File: src/sv/pls_pkg.sv
// Shared constants for the positional list store.
package pls_pkg;

  localparam int DEPTH_DEF      = 16;
  localparam int WORD_WIDTH_DEF = 32;

  localparam int CMD_W   = 2;
  localparam int POS_W   = 5;
  localparam int DATA_W  = 32;
  localparam int STAT_W  = 2;
  localparam int COUNT_W = 5;

  localparam logic [CMD_W-1:0] CMD_INSERT = 2'd0;
  localparam logic [CMD_W-1:0] CMD_APPEND = 2'd1;
  localparam logic [CMD_W-1:0] CMD_DELETE = 2'd2;
  localparam logic [CMD_W-1:0] CMD_GET    = 2'd3;

  localparam logic [STAT_W-1:0] ST_OK    = 2'd0;
  localparam logic [STAT_W-1:0] ST_EMPTY = 2'd1;
  localparam logic [STAT_W-1:0] ST_RANGE = 2'd2;
  localparam logic [STAT_W-1:0] ST_FULL  = 2'd3;

endpackage

File: src/sv/positional_list_store.sv
// A command is captured in the input register; its result (out_valid) is captured in the result register.
// Throughput: one command per cycle; busy stays low, every cell shifts or holds in parallel.
// Each result is on the out_ ports for exactly one cycle; the receiver cannot stall.
// Reset (rst_n low, synchronous) empties the list and drops any command in flight.
// Entry storage is not reset; only entries below the count are ever read.
module positional_list_store
  import pls_pkg::*;
#(
  parameter int DEPTH      = DEPTH_DEF,
  parameter int WORD_WIDTH = WORD_WIDTH_DEF
) (
  input  logic                     clk,
  input  logic                     rst_n,
  input  logic                     start,
  output logic                     busy,
  input  logic [CMD_W-1:0]         in_command,
  input  logic [POS_W-1:0]         in_position,
  input  logic                     in_at_end,
  input  logic signed [DATA_W-1:0] in_value,
  output logic                     out_valid,
  output logic signed [DATA_W-1:0] out_read_value,
  output logic [STAT_W-1:0]        out_status,
  output logic [COUNT_W-1:0]       out_entry_count
);

  localparam int IW   = (DEPTH > 1) ? $clog2(DEPTH) : 1;
  localparam int CW   = $clog2(DEPTH + 1);
  localparam int CMPW = ((CW > POS_W) ? CW : POS_W) + 1;

  // input register
  logic                  s1_valid_r;
  logic [CMD_W-1:0]      s1_cmd_r;
  logic [POS_W-1:0]      s1_pos_r;
  logic                  s1_at_end_r;
  logic [DATA_W-1:0]     s1_value_r;

  // list state
  logic [WORD_WIDTH-1:0] entries_r [DEPTH];
  logic [WORD_WIDTH-1:0] entries_nxt [DEPTH];
  logic [CW-1:0]         count_r;
  logic [CW-1:0]         count_nxt;

  // result register
  logic                  out_valid_r;
  logic [DATA_W-1:0]     out_read_value_r;
  logic [STAT_W-1:0]     out_status_r;
  logic [COUNT_W-1:0]    out_entry_count_r;

  logic [CMPW-1:0]       cnt_ext;
  logic [CMPW-1:0]       pos_ext;
  logic                  full;
  logic                  empty;
  logic                  do_ins;
  logic                  do_del;
  logic                  do_get;
  logic [IW-1:0]         idx;
  logic [STAT_W-1:0]     status;
  logic [WORD_WIDTH-1:0] val_word;
  logic signed [63:0]    rd_wide;
  logic [DATA_W-1:0]     rd_val;

  assign busy = 1'b0;

  always_ff @(posedge clk) begin
    if (!rst_n) begin
      s1_valid_r <= 1'b0;
    end else begin
      s1_valid_r <= start && !busy;
    end
  end

  always_ff @(posedge clk) begin
    if (start && !busy) begin
      s1_cmd_r    <= in_command;
      s1_pos_r    <= in_position;
      s1_at_end_r <= in_at_end;
      s1_value_r  <= in_value;
    end
  end

  always_comb begin
    cnt_ext  = CMPW'(count_r);
    pos_ext  = CMPW'(s1_pos_r);
    full     = (count_r == CW'(DEPTH));
    empty    = (count_r == '0);
    do_ins   = 1'b0;
    do_del   = 1'b0;
    do_get   = 1'b0;
    idx      = '0;
    status   = ST_OK;
    val_word = WORD_WIDTH'({32'b0, s1_value_r});

    case (s1_cmd_r)
      CMD_INSERT, CMD_APPEND: begin
        if (full) begin
          status = ST_FULL;
        end else if (s1_cmd_r == CMD_APPEND || pos_ext >= cnt_ext) begin
          do_ins = 1'b1;
          idx    = IW'(count_r);
          if (s1_cmd_r == CMD_INSERT && pos_ext > cnt_ext) begin
            status = ST_RANGE;
          end
        end else begin
          do_ins = 1'b1;
          idx    = IW'(s1_pos_r);
        end
      end
      CMD_DELETE, CMD_GET: begin
        if (empty) begin
          status = ST_EMPTY;
        end else if (s1_at_end_r || pos_ext < cnt_ext) begin
          idx    = s1_at_end_r ? IW'(count_r - CW'(1)) : IW'(s1_pos_r);
          do_del = (s1_cmd_r == CMD_DELETE);
          do_get = (s1_cmd_r == CMD_GET);
        end else begin
          status = ST_RANGE;
        end
      end
      default: begin
        status = ST_OK;
      end
    endcase
  end

  // each cell takes its left neighbor, the new word, its right neighbor, or holds
  always_comb begin
    for (int k = 0; k < DEPTH; k++) begin
      entries_nxt[k] = entries_r[k];
      if (s1_valid_r && do_ins) begin
        if (k == int'(idx)) begin
          entries_nxt[k] = val_word;
        end else if (k > int'(idx)) begin
          entries_nxt[k] = entries_r[(k > 0) ? k - 1 : 0];
        end
      end else if (s1_valid_r && do_del) begin
        if (k >= int'(idx) && k < DEPTH - 1) begin
          entries_nxt[k] = entries_r[(k < DEPTH - 1) ? k + 1 : k];
        end
      end
    end
  end

  always_comb begin
    count_nxt = count_r;
    if (s1_valid_r && do_ins) begin
      count_nxt = count_r + CW'(1);
    end else if (s1_valid_r && do_del) begin
      count_nxt = count_r - CW'(1);
    end
  end

  always_comb begin
    rd_wide = 64'(signed'(entries_r[idx]));
    rd_val  = do_get ? rd_wide[DATA_W-1:0] : '0;
  end

  always_ff @(posedge clk) begin
    for (int k = 0; k < DEPTH; k++) begin
      entries_r[k] <= entries_nxt[k];
    end
  end

  always_ff @(posedge clk) begin
    if (!rst_n) begin
      count_r     <= '0;
      out_valid_r <= 1'b0;
    end else begin
      count_r     <= count_nxt;
      out_valid_r <= s1_valid_r;
    end
  end

  always_ff @(posedge clk) begin
    if (s1_valid_r) begin
      out_read_value_r  <= rd_val;
      out_status_r      <= status;
      out_entry_count_r <= COUNT_W'(count_nxt);
    end
  end

  assign out_valid       = out_valid_r;
  assign out_read_value  = out_read_value_r;
  assign out_status      = out_status_r;
  assign out_entry_count = out_entry_count_r;

  // count never runs past the capacity
  a_count_bound: assert property (@(posedge clk) disable iff (!rst_n)
    count_r <= CW'(DEPTH))
    else $error("entry count above capacity");

  // every accepted command yields a result on out_valid, through the input and result registers
  a_result_follows: assert property (@(posedge clk) disable iff (!rst_n)
    (start && !busy) |=> ##1 out_valid)
    else $error("missing result for accepted transaction");

  // count moves by at most one per cycle
  a_count_step: assert property (@(posedge clk) disable iff (!rst_n)
    ##1 (count_r == $past(count_r) || count_r == $past(count_r) + CW'(1)
         || count_r == $past(count_r) - CW'(1)))
    else $error("entry count jumped");

  // a full status is reported only at capacity
  a_full_status: assert property (@(posedge clk) disable iff (!rst_n)
    (out_valid && out_status == ST_FULL) |-> (count_r == CW'(DEPTH)))
    else $error("full status below capacity");

  // read data is zero for any result whose status is not OK
  a_read_zero: assert property (@(posedge clk) disable iff (!rst_n)
    (out_valid && out_status != ST_OK) |-> (out_read_value == '0))
    else $error("read value on failed transaction");

endmodule

File: config.mk
export PLATFORM = sky130hd
export DESIGN_NAME = positional_list_store
export DESIGN_NICKNAME = d
export VERILOG_FILES = /design/src/sv/pls_pkg.sv /design/src/sv/positional_list_store.sv
export SDC_FILE = /design/constraint.sdc
export NUM_CORES = 1
export LEC_CHECK = 0
export BUFFER_PORTS_ARGS = -buffer_cell sky130_fd_sc_hd__buf_2
export CORE_ASPECT_RATIO = 1.1
export CORE_UTILIZATION = 50
export CTS_BUF_LIST = sky130_fd_sc_hd__clkbuf_8
export DETAILED_ROUTE_END_ITERATION = 6
export PLACE_DENSITY = 0.66
export SETUP_SLACK_MARGIN = 0.05
export SYNTH_ARGS = -nofsm -noshare
export SYNTH_HDL_FRONTEND = slang
export SYNTH_SLANG_ARGS = --single-unit
File: constraint.sdc
create_clock -name clk -period 7.99 [get_ports clk]
set_input_delay 1.598 -clock clk [delete_from_list [all_inputs] [get_ports clk]]
set_output_delay 1.598 -clock clk [all_outputs]
set_load 0.005 [all_outputs]
Yosys cells after proc, flatten, opt, wreduce, memory -nomap -nowiden --
Memories as Yosys holds them, arrays and structs flattened. A register that Yosys moved wholly into a read port is not among the register bits. Index checks and enable logic that the tools add are counted.
Cells by class: add/sub/neg operators 2, mux-type cells 99, reductions and logical operators 11, magnitude comparators 33, equal/unequal tests 19
Operators with widths (number):
- two-way mux 32 bit | 77
- == test 4 bit (first input constant) | 8
- > comparator 4 bit (first input constant) | 8
- >= comparator 4 bit (first input constant) | 7
- two-way mux 4 bit | 5
- == test 3 x 4 -> 1 bit (first input constant) | 4
- >= comparator 3 x 4 -> 1 bit (first input constant) | 4
- > comparator 3 x 4 -> 1 bit (first input constant) | 4
- two-way mux 2 bit | 5
- two-way mux 5 bit | 2
- == test 2 x 4 -> 1 bit (first input constant) | 2
- >= comparator 1 x 4 -> 1 bit (first input constant) | 2
- >= comparator 2 x 4 -> 1 bit (first input constant) | 2
- > comparator 2 x 4 -> 1 bit (first input constant) | 2
- two-way mux 1 bit | 8
- one-hot mux 4 bit (2 select lines) | 1
- adder 5 x 1 -> 5 bit (second input constant) | 1
- == test 5 bit (second input constant) | 1
- >= comparator 5 bit | 1
- > comparator 5 bit | 1
- logical NOT 5 bit | 1
- less-than comparator 5 bit | 1
- subtractor 5 x 1 -> 5 bit (second input constant) | 1
- == test 1 x 4 -> 1 bit (first input constant) | 1
- other kinds (10) | 15
Word-level totals: memories kept 1, bits in registers 54, logic and storage cells 174, input port bits 43, RAM bits 512
Memories:
- entries_r | depth 16, bits a word 32, read ports 17, clocked after Yosys merged registers in 1, write ports 16, line positional_list_store.sv:38 | logic [WORD_WIDTH-1:0] entries_r [DEPTH];

Depth between registers and ports, before layout --
word-level depth 9, depth in mapped cells 14

Least setup slack after synthesis --
OpenSTA, ideal clock, no wires.
path type register to register, from register count_r[2] (netlist name), to memory entries_r[8][0] in the netlist's numbering, enable pin, clock period less this slack 5232 ps, setup slack 2758 ps, arrival time 4840 ps, data required time 7598 ps, cell stages (with the launch flop) 14, cells stage by stage dfxtp_1 -> buf_6 -> inv_1 -> ha_1 -> nand4_1 -> o311ai_4 -> or3_1 -> and3_1 -> buf_4 -> buf_2 -> buf_2 -> nand2_1 -> a21oi_1 -> and2_1
RTL lines (line):
- to (decl) | positional_list_store.sv:38

==> summary.md <==
| Metric | Value |
|---|---|
| Outcome | `finished, violations left` |
| Failing checks | `design-rule violations` |
| Synth area leaders | `edfxtp_1 54%, mux2i_1 14%, nand2_1 8.5%` |
| RePlAce Congestion | `0.848` |
| Rows | `98` |
| Area delta synth->final | `8.16%` |
| Syn Inst Count | `3,143` |
| Core ar. | `0.0651 mm²` |
| Worst Tran Pin Value | `1.24 ns` |
| CTS resizes | `0` |
| Final period util | `66.8%` |
| MaxCap Viol Count | `0` |
| Share of cells above drive strength 1 | `10.1%` |
| Slew Limit Fails | `0` |
| Distinct cells, synth | `57` |
| WHS Path Cells | `2` |
| Critical Path Start Type | `flip-flop` |
| WL/cell | `roughly 25 µm` |
| CP Capture Type | `flip-flop` |
| Hold Buf Count CTS | `0` |
| Syn_nets | `around 3,200` |
| CP arrival | `around 5.7 ns` |
| IO Port Bufs | `82` |
| R2r endpoint | `entries_r[14][25]` |
| Register bit total from synthesis | `598` |
| CTS H-Tree Depth | `3` |
| Remaining antenna violation count | `0` |
| Setup TNS | `0 ns` |
| Leading area contributor after synthesis | `edfxtp_1` |
| First-pass detailed-route iteration total | `7` |
| Clock root buffer | `clkbuf_8` |
| Async S/R FF share, synth | `0%` |
| Total GRT Usage | `30.6%` |
| Die Wd | `approximately 250 µm` |
| Top FF cell, synth | `edfxtp_1` |
| Worst path required time | `8.39 ns` |
| DR iter-0 viols | `roughly 3,200` |
| RSZ-0062 raised after global routing | `no` |
| Final hold violation count | `0` |
| Fmax | `187 MHz` |
| FILL cells | `roughly 5,700` |
| Post-synth top area share | `53.8%` |
| Via count | `25,600` |
| Syn Area/Cell | `about 10 µm²` |
| Number of synthesized flops with an enable pin | `591` |
| Reg2reg path depth | `11` |
| First-pass GRT wire length | `155,000 µm` |
| Storage cell area | `0.0179 mm²` |
| Clock transition at path regs | `0.06 ns` |
| CTS Sinks | `598` |
| Routed WL | `103,000 µm` |
| Num CTS Buffers | `103` |
| Vias/cell | `~6.4` |
| Tmin final | `5.33 ns` |
| Vias in the first global route | `25,200` |
| Clk Latency, worst-skew pair | `0.74 ns` |
| Final Total Pwr | `0.00730 W` |
| Die height | `271 µm` |
| Starting Density | `50.7%` |
| Final instance area | `~0.036 mm²` |
| Final #Nets | `3,148` |
| Die Area | `0.0670 mm²` |
| CTS tree | `yes` |
| Top-level port count | `84` |
| GRT overflow | `0` |
| CP max FO | `34` |
| Min-Delay Path Class | `reg -> reg` |
| Pwr dens | `205 mW/mm²` |
| Largest net degree at the start of global routing | `257` |
| Cell Area, Placed | `0.0338 mm²` |
| Clk_skew | `between 0.03 and 0.04 ns` |
| Slew headroom | `17.4%` |
| Final setup viols | `0` |
| Count leader, synth | `nand2_1` |
| Commonest cells post-synth | `751 x nand2_1, 591 x edfxtp_1, 449 x mux2i_1` |
| Hold endpoint | `entries_r[14][2]` |
| Register area share after synthesis | `54.2%` |
| Leak | `15.3 nW` |
| Maximum VDD drop | `0.000149 V` |
| Initial antenna violation count | `1` |
| R2r setup slk | `roughly 2.7 ns` |
| R2R Path Start | `count_r[0]` |
| # DRC | `17` |
| Multi-input gate area | `between 0.01 and 0.015 mm²` |
| WS Path Type | `reg -> reg` |
| CTS Buffer Depth | `3` |
| Hold_sp | `entries_r[15][2]` |
| Yosys warns | `0` |
| Post-CTS Setup Inserts | `0` |
| HPWL Detailed | `57,200 µm` |
| Syn Std Cell Area | `0.0330 mm²` |
-- flip-flops by register name (all words and copies together), names as in the netlist --
register         cells
out_entry_count      5
s1_pos_r             5
s1_value_r          32
s1_valid_r           1
out_read_value      32
out_status           2
count_r              5
out_valid            1
s1_cmd_r             2
entries_r          512
s1_at_end_r          1
-- area by class of cell --
cell class | count | area share, %
Antenna cell | 5 | 0.0351
Tap cell | 850 | 2.98
Clock buffer | 107 | 4.13
Timing Repair Buffer | 138 | 2.43
Sequential cell | 598 | 50.1
Clock inverter | 76 | 1.07
Inverter | 10 | 0.109
Multi-Input combinational cell | 2247 | 39.1
-- kinds of logic after synthesis --
logic type      Yosys count  synth area share [%]
compound gates          903                  15.9
simple gates            850                  10.5
flops                   598                  54.2
mux                     481                  14.7
buf+inv                 298                  4.27
fa+ha+maj                 7                 0.265
xor+xnor                  5                 0.133
other cells               1                0.0114
-- through the flow --
stage	instances	hold slack (ns)	util (%)	setup slack (ns)
2_1_floorplan	3143	0.522	-	2.76
5_1_grt	4031	0.568	54.8	2.44
6_report	4031	0.546	54.8	2.66
3_5_place_dp	3843	0.545	51.9	2.81
4_1_cts	4026	0.543	54.8	2.76
3_3_place_gp	3843	0.534	51.9	2.88
-- worst max path at each step --
stage | start | end | cells past startpoint
global route | count_r[0] | entries_r[3][24] | 11
floorplan | count_r[2] | entries_r[8][0] | 13
detailed placement | count_r[0] | entries_r[2][31] | 12
finish | count_r[0] | entries_r[14][25] | 11
CTS | count_r[0] | entries_r[2][16] | 12
global placement | count_r[2] | out_read_value[3] | 12
-- metal layers --
layer  GRT usage [%]  wire (µm)
met1            40.5      41100
met3            4.57       8820
met5               0          0
met2            49.4      48400
met4            14.2       4410
-- critical path, cell delays in order (launching register included) --
cell	delay, ns
dfxtp_1	0.46
inv_1	0.12
ha_1	0.29
a31oi_1	0.82
nand4_1	0.33
o311a_2	0.43
nor2_4	0.17
buf_4	0.50
and3_2	1.07
buf_4	0.44
mux2i_1	0.21
o21ai_0	0.12
-- placed cells by master, fill, tap and decap left out, types with 5 or more instances in the layout --
cell         n
and2_1       7
clkbuf_8   107
a211oi_1    33
a2111oi_0   32
a22oi_1     33
diode_2      5
o2bb2ai_1   32
nand4_1      5
nand2_1    749
nor2_1       5
a21o_1      32
clkinv_2    12
and3_1      32
mux2_1      29
nor2_4       7
nand3_2      7
o21ai_1    164
a211o_1     32
mux2i_1    449
dfxtp_1      6
a21oi_1    166
clkinv_1    29
buf_4       53
o22ai_1     35
inv_1       37
buf_2       82
o21ai_0    321
edfxtp_1   591
ha_1         7
a21oi_4      5
-- power breakdown --
group	internal, W	total (W)	switching [W]
Clock	0.00130	0.00263	0.00133
Sequential	0.00362	0.00377	0.000150
Combinational	0.000280	0.000902	0.000622
Total	0.00520	0.00730	0.00210
(Power assumes the default switching activity.)
